[src/design/pvm_pkg.sv]
// Shared types and constants for the PCM voice mixer.
// Holds the request and result structs, command codes and fixed field widths.
// No dependencies.
package pvm_pkg;

  localparam int ID_W       = 4;
  localparam int LEN_W      = 17;
  localparam int DESC_DEPTH = 16;
  // start (16 bits) + position (17 bits) needs 18 bits
  localparam int SUM_W      = 18;

  typedef enum logic [2:0] {
    CMD_WRITE_SAMPLE = 3'd0,
    CMD_WRITE_DESC   = 3'd1,
    CMD_START_EFFECT = 3'd2,
    CMD_SELECT_TRACK = 3'd3,
    CMD_PRODUCE      = 3'd4
  } cmd_e;

  typedef struct packed {
    logic [2:0]        command;
    logic [15:0]       address;
    logic signed [15:0] left_in;
    logic signed [15:0] right_in;
    logic [ID_W-1:0]   sound_id;
    logic [15:0]       sound_start;
    logic [LEN_W-1:0]  sound_length;
  } req_t;

  typedef struct packed {
    logic signed [15:0] left_out;
    logic signed [15:0] right_out;
  } res_t;

endpackage

[src/design/pvm_mod_unit.sv]
// Reduction of a frame address modulo the sample store size.
// Reciprocal multiply for the quotient estimate, then one compare and subtract.
// Depends on pvm_pkg for the address sum width.
module pvm_mod_unit #(
  parameter int SAMPLE_FRAMES = 65536
) (
  input  logic                             clk_i,
  input  logic                             rst_ni,
  input  logic                             start_i,
  input  logic [pvm_pkg::SUM_W-1:0]        value_i,
  output logic                             done_o,
  output logic [$clog2(SAMPLE_FRAMES)-1:0] addr_o
);

  localparam int AW = $clog2(SAMPLE_FRAMES);
  localparam int SW = pvm_pkg::SUM_W;
  localparam int RW = SW + 1;
  localparam int CW = ((AW > SW) ? AW : SW) + 1;
  localparam logic [CW-1:0] MODV  = CW'(SAMPLE_FRAMES);
  // floor(2^SW / SAMPLE_FRAMES): the quotient estimate is low by at most one
  localparam logic [RW-1:0] RECIP = RW'((64'd1 << SW) / 64'(SAMPLE_FRAMES));

  typedef enum logic [1:0] {
    M_IDLE,
    M_QUOT,
    M_REM,
    M_FIX
  } state_e;

  state_e           state_q;
  logic [SW-1:0]    val_q;
  logic [RW-1:0]    quot_q;
  logic [CW-1:0]    rem_q;
  logic             done_q;
  logic [SW+RW-1:0] prod;
  logic [CW-1:0]    qm;

  assign prod = val_q * RECIP;
  assign qm   = CW'(quot_q) * MODV;

  always_ff @(posedge clk_i or negedge rst_ni) begin
    if (!rst_ni) begin
      state_q <= M_IDLE;
      val_q   <= '0;
      quot_q  <= '0;
      rem_q   <= '0;
      done_q  <= 1'b0;
    end else begin
      unique case (state_q)
        M_IDLE: begin
          done_q <= 1'b0;
          if (start_i) begin
            val_q   <= value_i;
            state_q <= M_QUOT;
          end
        end
        M_QUOT: begin
          quot_q  <= prod[SW+RW-1:SW];
          state_q <= M_REM;
        end
        M_REM: begin
          rem_q   <= {{(CW-SW){1'b0}}, val_q} - qm;
          state_q <= M_FIX;
        end
        M_FIX: begin
          // remainder estimate is below twice the store size
          if (rem_q >= MODV) begin
            rem_q <= rem_q - MODV;
          end
          done_q  <= 1'b1;
          state_q <= M_IDLE;
        end
        default: begin
          state_q <= M_IDLE;
        end
      endcase
    end
  end

  assign done_o = done_q;
  assign addr_o = rem_q[AW-1:0];

endmodule

[config.mk]
export PLATFORM = sky130hd
export DESIGN_NAME = pvm_mod_unit
export DESIGN_NICKNAME = d
export VERILOG_FILES = /design/src/design/pvm_pkg.sv /design/src/design/pvm_mod_unit.sv
export SDC_FILE = /design/constraint.sdc
export NUM_CORES = 1
export LEC_CHECK = 0
export BUFFER_PORTS_ARGS = -buffer_cell sky130_fd_sc_hd__buf_4
export CAP_MARGIN = 10
export CORE_ASPECT_RATIO = 0.7
export CORE_UTILIZATION = 30
export DETAILED_ROUTE_END_ITERATION = 12
export SLEW_MARGIN = 30
export SYNTH_ARGS = -nofsm -noshare
export SYNTH_HDL_FRONTEND = slang
export SYNTH_SLANG_ARGS = --single-unit
export TNS_END_PERCENT = 100
[constraint.sdc]
create_clock -name clk_i -period 1.94 [get_ports clk_i]
set_input_delay 0.291 -clock clk_i [delete_from_list [all_inputs] [get_ports clk_i]]
set_output_delay 0.291 -clock clk_i [all_outputs]
set_load 0.03 [all_outputs]
=== After elaboration in Yosys (flattened, before gate mapping) ===
Cells that the tools add are included.

* Input bits: 21
* Bits in registers: 42
* Output and inout port bits: 17

* Reduce and logical (&&, ||, !) cells: 5
* Mux-type cells: 5
* Magnitude comparators: 1
* Equal/unequal tests: 5
* $add $sub $neg: 2

{| class="wikitable"
|+ Operator list
! kind !! number
|-
| one-hot mux 19 bit (2 select lines) || 1
|-
| greater-or-equal comparator 19 x 17 -> 1 bit (second input constant) || 1
|-
| two-way mux 19 bit || 1
|-
| subtractor 18 x 18 -> 19 bit || 1
|-
| subtractor 19 x 17 -> 19 bit (second input constant) || 1
|-
| one-hot mux 2 bit (4 select lines) || 1
|-
| equality test 2 bit (second input constant) || 2
|-
| != test 2 bit (second input constant) || 2
|-
| AND reduction 2 bit || 2
|-
| nonzero test 2 bit || 2
|-
| equality test 2 x 1 -> 1 bit (second input constant) || 1
|-
| zero test 2 bit || 1
|-
| two-way mux 2 bit || 1
|-
| one-hot mux 1 bit (2 select lines) || 1
|}

=== Logic depth before layout (Yosys ltp) ===
Gate-level depths: netlist (run 1).

* Depth in word-level cells: 3
* Gate-level depth with buffers: 6
* Mapped depth without buffers: 4

=== Worst setup path after synthesis (run 1) ===
Ideal clock, no wire load.

* Path kind: reg-to-reg
* From: register state_q[0]
* To: register val_q[0]
* Slack: 0.592 ns
* Path buffers: 1
* Stages on the path, launching flop included: 6
* Setup time: 0.125 ns
* Data arrival time: 1.223 ns
* Cell sequence: dfrtp_1 -> inv_1 -> ha_1 -> nand2_2 -> buf_6 -> mux2_4

* Word-level cells in the longest chain between the ends: 2

{| class="wikitable"
|+ Ends and longest elaborated chain
! element !! line !! RTL
|-
| from (decl) || pvm_mod_unit.sv:30 || <nowiki>state_e state_q;</nowiki>
|-
| from (signal assigned) || pvm_mod_unit.sv:43 || <nowiki>state_q <= M_IDLE;</nowiki>
|-
| from (signal assigned) || pvm_mod_unit.sv:54 || <nowiki>state_q <= M_QUOT;</nowiki>
|-
| from (signal assigned) || pvm_mod_unit.sv:59 || <nowiki>state_q <= M_REM;</nowiki>
|-
| zero test 2 bit || pvm_mod_unit.sv:49 || <nowiki>unique case (state_q)</nowiki>
|-
| AND reduction 2 bit (no line) || n/a ||
|-
| to (signal assigned) || pvm_mod_unit.sv:53 || <nowiki>val_q <= value_i;</nowiki>
|-
| to (decl) || pvm_mod_unit.sv:31 || <nowiki>logic [SW-1:0] val_q;</nowiki>
|}

Every way passes these cells.
A chain may end at the register's enable or synchronous reset.

=== Worst setup path after layout (run 1) ===
* From: register state_q[1]
* To: register val_q[9]

The elaborated chain is that of the path after synthesis.

==> results of run 1 <==
power by group:
| group | switching [uW] | internal, uW |
|---|---|---|
| Clock | 229 | 239 |
| Combinational | 720 | 714 |
| Sequential | 199 | 1080 |
| Total | 1150 | 2040 |
flip-flops by register name, summed over array words and instances (netlist names):
name / cells
rem_q: 16
done_o: 1
val_q: 16
state_q: 2
worst register-to-register path, stage by stage, from the launching register on:
cell     delay (ns)
dfrtp_1        0.39
inv_1          0.08
ha_1           0.20
nand2_2        0.39
mux2_2         0.40
final cells by class:
| type | instances | area, sq um |
|---|---|---|
| fillers | 410 | 2640 |
| flip-flops and latches | 35 | 876 |
| multi-input cells | 46 | 480 |
| repair buffers | 36 | 273 |
| clock buffers | 6 | 72.6 |
| well taps | 55 | 68.8 |
| inverters | 6 | 22.5 |
logic make-up after synthesis:
family          after synthesis  synth area share (%)
compound gates               16                  9.09
fa+ha+maj                     4                  3.53
buf+inv                      10                  4.32
flops                        35                  61.8
mux                          19                  17.7
simple gates                  7                  3.62
layout by cell type (no fill, tap or decap), types with 3 or more instances in the layout:
cell type	instances
dfrtp_1	35
buf_4	35
a22o_1	13
mux2_4	10
mux2_2	8
inv_1	6
clkbuf_8	5
ha_1	4
nand3b_1	3
o21ai_0	3
path summary, 6_finish.rpt:
kind | endpoint | slack (ns) | cells after the start
setup / recovery | val_q[9]$_DFFE_PN0P_ | 0.36 | 4
hold / removal | val_q[3]$_DFFE_PN0P_ | 0.25 | 2
setup reg to reg | val_q[9]$_DFFE_PN0P_ | 0.36 | 4
hold reg to reg | rem_q[5]$_DFFE_PN0P_ | 0.49 | 1
max in group asynchronous | val_q[13]$_DFFE_PN0P_ | 1.13 | 2
min in group asynchronous | done_o$_DFFE_PN0P_ | 0.50 | 2
stage by stage:
step                instances  instance area [sq um]  hold slack (ns)  utilization (%)  setup slack, ns
detailed placement        177                   1710            0.270             38.6            0.323
global placement          177                   1710            0.257             38.6            0.401
CTS                       184                   1790            0.234             40.5            0.318
global route              184                   1790            0.230             40.5            0.225
floorplan                  91                   1420         -0.00459                -            0.592
finish                    184                   1790            0.245             40.5            0.359
per-layer routing:
| layer | share of wire [%] | routed length (um) |
|---|---|---|
| met5 | 0 | 0 |
| met4 | 0.99 | 27 |
| met3 | 5.4 | 148 |
| met2 | 46 | 1250 |
| met1 | 48 | 1300 |
==> metrics.md, run 1 <==
| Metric | Value |
|---|---|
| Syn_area_per_cell | `15.6 sq um` |
| Clock tree from TritonCTS | `yes` |
| # DRC | `7` |
| Synth Net Count | `116` |
| HP Class | `in2reg` |
| Min-delay src | `value_i[3]` |
| Number of buffers on the longest clock path | `2` |
| Busiest metal layer after global routing | `met2` |
| Resize count post-CTS | `0` |
| Drt pass-1 iters | `9` |
| Total global-route track usage | `12.7%` |
| # IOs | `38` |
| Worst r2r src | `state_q[1]$_DFFE_PN0P_` |
| P per Cell Area | `1780 nW/um^2` |
| Hold_buf cts | `1` |
| Largest net degree at the start of global routing | `36` |
| HPWL Detailed | `1880 um` |
| M3 GR Usage | `5.01%` |
| Vias in the first global route | `948` |
| Skew final | `0.00441 ns` |
| Sequential share of the synthesized area | `61.8%` |
| Clk Latency, worst-skew pair | `0.27 ns` |
| Post-CTS Setup Bufs | `0` |
| Clock sinks | `35` |
| Synth Instances | `between 90 and 100` |
| Syn-to-layout area delta | `26.5%` |
| Delay-heaviest family, CP | `flip-flops` |
| CTS buffer count | `5` |
| Die width | `84.2 um` |
| Tcrit/Tclk final | `~82%` |
| Top cells by instance count after synthesis | `dfrtp_1, a22o_1, mux2_4` |
| # diodes | `0` |
| Number of I/O port buffers | `35` |
| WL final | `between 2000 and 3000 um` |
| Clock Pin Slew Worst Setup and Hold Paths | `0.06 ns` |
| Placer Congestion | `0.736` |
| Synth area leader | `dfrtp_1` |
| Crit path max fanout | `16` |
| Synth warn | `0` |
| Area contributors post-synth | `dfrtp_1, mux2_4, a22o_1, mux2_2, ha_1` |
| Critical Path Start | `state_q[1]$_DFFE_PN0P_` |
| Vias | `between 800 and 900` |
| DR WL/cell | `~15 um` |
| Synthesized cell area | `1420 sq um` |
| Starting Density | `32.0%` |
| Number of flops mapped to enable cells by yosys | `0` |
| Yosys reg bits | `35` |
| Fin. max-slew vios | `0` |
| Worst Path Class, Setup | `reg2reg` |
| ANT nets after route | `0` |
| CP max stage cell | `dfrtp_1` |
| Top FF cell, synth | `dfrtp_1` |
| Die area | `5010 sq um` |
| Critical path arrival | `approximately 1.7 ns` |
| Most frequent cell after synthesis | `dfrtp_1` |
| Layout Nets | `155` |
| Crit path cell chain | `inv_1, ha_1, nand2_2, mux2_2` |
| CP bufs+invs | `1` |
| Worst EP required | `2.10 ns` |
| Leak Pwr | `approximately 0.0009 uW` |
| Final hold vios | `0` |
| FFs w/ async S/R, synth | `100%` |
| Met1 usage in global routing | `between 10 and 15%` |
| Max-cap violations | `0` |
| Share of post-route cells with drive strength above 1 | `47.3%` |
| H-Tree Level Count | `2` |
| CP startpoint kind | `register` |
| Post-layout min period | `1.58 ns` |
| Row cnt | `20` |
| Status | `finished with violations` |
| Initial antenna violation count | `0` |
| RSZ-0062 raised after global routing | `false` |
| DR vias/cell | `4.63` |
| Final setup TNS | `0 ns` |
| Slew margin rel. | `between 60% and 70%` |
| Core area | `around 4400 sq um` |
| CTS root buffer | `clkbuf_8` |
| Peak per-stage delay on the critical path | `0.39 ns` |
| Synth cell types | `15` |
| Peak VDD IR | `0.666 mV` |
| Die H | `59.5 um` |
| Total Power | `roughly 3200 uW` |
| GR Util met2 | `21.1%` |
| Max Clock Freq | `632 MHz` |
| Critical path capture point type | `register` |
| Wire length of the first global-routing pass | `4680 um` |
| Post-synth top area share | `61.8%` |
| Slew @ Worst Pin | `0.511 ns` |
| Final setup vio count | `0` |
| Violated checks | `DRC` |
| Gr ovfl total | `0` |
| DRT iter0 DRCs | `23` |
Note: power is estimated with default switching activity, not from simulation.
==> run 2: changes to the inputs <==
--- a/config.mk
+++ b/config.mk
@@ -5,6 +5,7 @@
 export SDC_FILE = /design/constraint.sdc
 export NUM_CORES = 1
 export LEC_CHECK = 0
+export ABC_AREA = 1
 export BUFFER_PORTS_ARGS = -buffer_cell sky130_fd_sc_hd__buf_4
 export CAP_MARGIN = 10
 export CORE_ASPECT_RATIO = 0.7
==> constraint.sdc (replaced) <==
create_clock -name clk_i -period 1.6 [get_ports clk_i]
set_input_delay 0.24 -clock clk_i [delete_from_list [all_inputs] [get_ports clk_i]]
set_output_delay 0.24 -clock clk_i [all_outputs]
set_load 0.03 [all_outputs]
==> metrics.md, run 2 <==
| Metric | Value |
|---|---|
| Status | `complete, no violations` |
| HP Class | `in2reg` |
| Die area | `approximately 5300 sq um` |
| Synth Instances | `161` |
| Yosys reg bits | `35` |
| Layout Nets | `223` |
| CP max stage cell | `dfrtp_1` |
| Slew @ Worst Pin | `0.456 ns` |
| Wire length of the first global-routing pass | `around 5200 um` |
| Most frequent cell after synthesis | `nand2_1` |
| Starting Density | `between 30% and 40%` |
| Synth cell types | `14` |
| Crit path max fanout | `16` |
| # DRC | `0` |
| Final hold vios | `0` |
| Top FF cell, synth | `dfrtp_1` |
| Clock tree from TritonCTS | `yes` |
| ANT nets after route | `0` |
| Share of post-route cells with drive strength above 1 | `24.1%` |
| Core area | `around 4800 sq um` |
| Synth area leader | `dfrtp_1` |
| Skew final | `0.00395 ns` |
| Drt pass-1 iters | `4` |
| Post-Synth Adder-Cell Area | `3.33%` |
| Clk Latency, worst-skew pair | `0.28 ns` |
| Synth warn | `0` |
| RSZ-0062 raised after global routing | `false` |
| # diodes | `0` |
| Leak Pwr | `0.00104 uW` |
| Most common cell after layout, fill and taps aside | `nand2_1` |
| Total global-route track usage | `13.6%` |
| Worst EP required | `1.78 ns` |
| Total Power | `3680 uW` |
| DR vias/cell | `4.28` |
| P per Cell Area | `roughly 2000 nW/um^2` |
| Setup ws final | `0.311 ns` |
| Resize count post-CTS | `0` |
| WL final | `about 3200 um` |
| Number of flops mapped to enable cells by yosys | `0` |
| Critical path capture point type | `register` |
| Final setup TNS | `0 ns` |
| Crit path cell chain | `inv_1, ha_1, nand2_4, nand2_1, nand2_1` |
| Row cnt | `21` |
| Top cells by instance count after synthesis | `nand2_1, dfrtp_1, nand3_1` |
| Slew margin rel. | `between 60% and 70%` |
| Area contributors post-synth | `dfrtp_1, nand2_1, nand3_1, ha_1, buf_6` |
| Synthesized cell area | `roughly 1500 sq um` |
| Post-layout min period | `roughly 1.3 ns` |
| Fill cells | `518` |
| DR WL/cell | `11.9 um` |
| WHS | `0.178 ns` |
| Max-cap violations | `0` |
| CP startpoint kind | `register` |
| Gr ovfl total | `0` |
| Delay-heaviest family, CP | `flip-flops` |
| CTS buffer count | `5` |
| Tcrit/Tclk final | `80.6%` |
| Max Clock Freq | `776 MHz` |
| Number of I/O port buffers | `35` |
| Worst Path Class, Setup | `reg2reg` |
| Number of buffers on the longest clock path | `2` |
| Sequential share of the synthesized area | `between 50% and 60%` |
| Post-synth top area share | `58.2%` |
| Syn-to-layout area delta | `24.0%` |
| CTS root buffer | `clkbuf_8` |
| Compound-Gate Fraction of Synth Area | `less than 1%` |
| Final setup vio count | `0` |
| # IOs | `38` |
| DRT iter0 DRCs | `67` |
| Synth Net Count | `186` |
| Multiplexer area fraction after synthesis | `0%` |
| Syn_area_per_cell | `9.35 sq um` |
| Clock sinks | `35` |
| Crit path top cell by count | `nand2_1` |
| Die width | `86.7 um` |
| Placer Congestion | `0.716` |
| Largest net degree at the start of global routing | `36` |
| Fraction of the mapped netlist area in simple logic gates | `between 20 and 30%` |
| Most frequent cells in the layout | `nand2_1, buf_4, dfrtp_1` |
| H-Tree Level Count | `2` |
| CP bufs+invs | `1` |
| FFs w/ async S/R, synth | `100%` |
| Peak VDD IR | `0.632 mV` |
| Place WS | `around 0.30 ns` |
| Xor/xnor cell area share of the yosys netlist | `0%` |
| Main combinational cell family by area after synthesis | `simple AND/OR/NAND/NOR gates` |
| Post-layout util | `38.8%` |
| Fin. max-slew vios | `0` |
| Initial antenna violation count | `0` |
| HPWL Detailed | `2050 um` |
| Clock Pin Slew Worst Setup and Hold Paths | `approximately 0.07 ns` |
| Die H | `61.3 um` |
| Peak per-stage delay on the critical path | `0.40 ns` |
| Top Registers | `rem_q (16), val_q (16), state_q (2)` |
| Vias | `1147` |
| Vias in the first global route | `1087` |
| Critical path arrival | `1.47 ns` |
## run 2: cell types whose count changed after synthesis, moves of 2 or more
cell / before / now
a22o_1: 13 / 0
buf_4: 0 / 2
inv_2: 0 / 2
mux2_4: 10 / 0
nand3b_1: 3 / 0
nand3_1: 0 / 34
inv_1: 6 / 4
mux2_2: 8 / 0
clkbuf_8: 0 / 2
nand2_1: 0 / 70
o21ai_0: 3 / 1
## run 2: cell type report
| class | instances | area (sq um) | share of cell area [%] |
|---|---|---|---|
| Clock inverter | 1 | 5.00 | 0.268 |
| Clock buffer | 7 | 76.3 | 4.09 |
| Sequential cell | 35 | 876 | 46.9 |
| Timing Repair Buffer | 39 | 295 | 15.8 |
| Tap cell | 69 | 86.3 | 4.62 |
| Inverter | 6 | 22.5 | 1.21 |
| Multi-Input combinational cell | 111 | 505 | 27.1 |
## run 2: power breakdown
part | switching [uW] | internal [uW] | total [uW]
Combinational | 1040 | 564 | 1600
Sequential | 203 | 1260 | 1470
Clock | 305 | 305 | 610
Total | 1540 | 2130 | 3680
## run 2: cell families after synthesis
group	Yosys count
AND/OR/NAND/NOR	106
adder cells (fa/ha/maj)	4
AO/OA/AOI/OAI	1
flip-flops	35
buffers and inverters	15
## run 2: repair_timing
item / 4_1_cts / 5_1_grt
buffers inserted: 0 / 0
hold buffers: 1 / 0
hold endpoints to repair: 35 / 0
## run 2: worst paths after layout
kind | start | endpoint | slack (ns) | depth (start not counted)
hold / removal | value_i[3] | val_q[3]$_DFFE_PN0P_ | 0.18 | 3
max in group asynchronous | rst_ni | rem_q[5]$_DFFE_PN0P_ | 0.83 | 2
setup / recovery | state_q[0]$_DFFE_PN0P_ | val_q[9]$_DFFE_PN0P_ | 0.31 | 5
setup reg to reg | state_q[0]$_DFFE_PN0P_ | val_q[9]$_DFFE_PN0P_ | 0.31 | 5
hold reg to reg | val_q[8]$_DFFE_PN0P_ | val_q[8]$_DFFE_PN0P_ | 0.47 | 2
min in group asynchronous | rst_ni | rem_q[6]$_DFFE_PN0P_ | 0.44 | 2
## run 2: per-layer routing
metal	GRT usage, %	wire [um]	up-vias
li1	-	-	585
met1	18.1	1600	526
met2	20.7	1370	34
met3	5.09	189	2
met4	4.76	21	0
met5	0	0	-
## run 2: stage by stage
| stage | cell area, sq um | cells |
|---|---|---|
| detailed placement | 1780 | 259 |
| CTS | 1870 | 268 |
| floorplan | 1510 | 161 |
| global route | 1870 | 268 |
| global placement | 1780 | 259 |
| finish | 1870 | 268 |
## run 2: worst register-to-register path: stages, from the launching register on
cell     delay [ns]
dfrtp_1        0.40
inv_1          0.12
ha_1           0.32
nand2_4        0.19
nand2_1        0.12
nand2_1        0.05
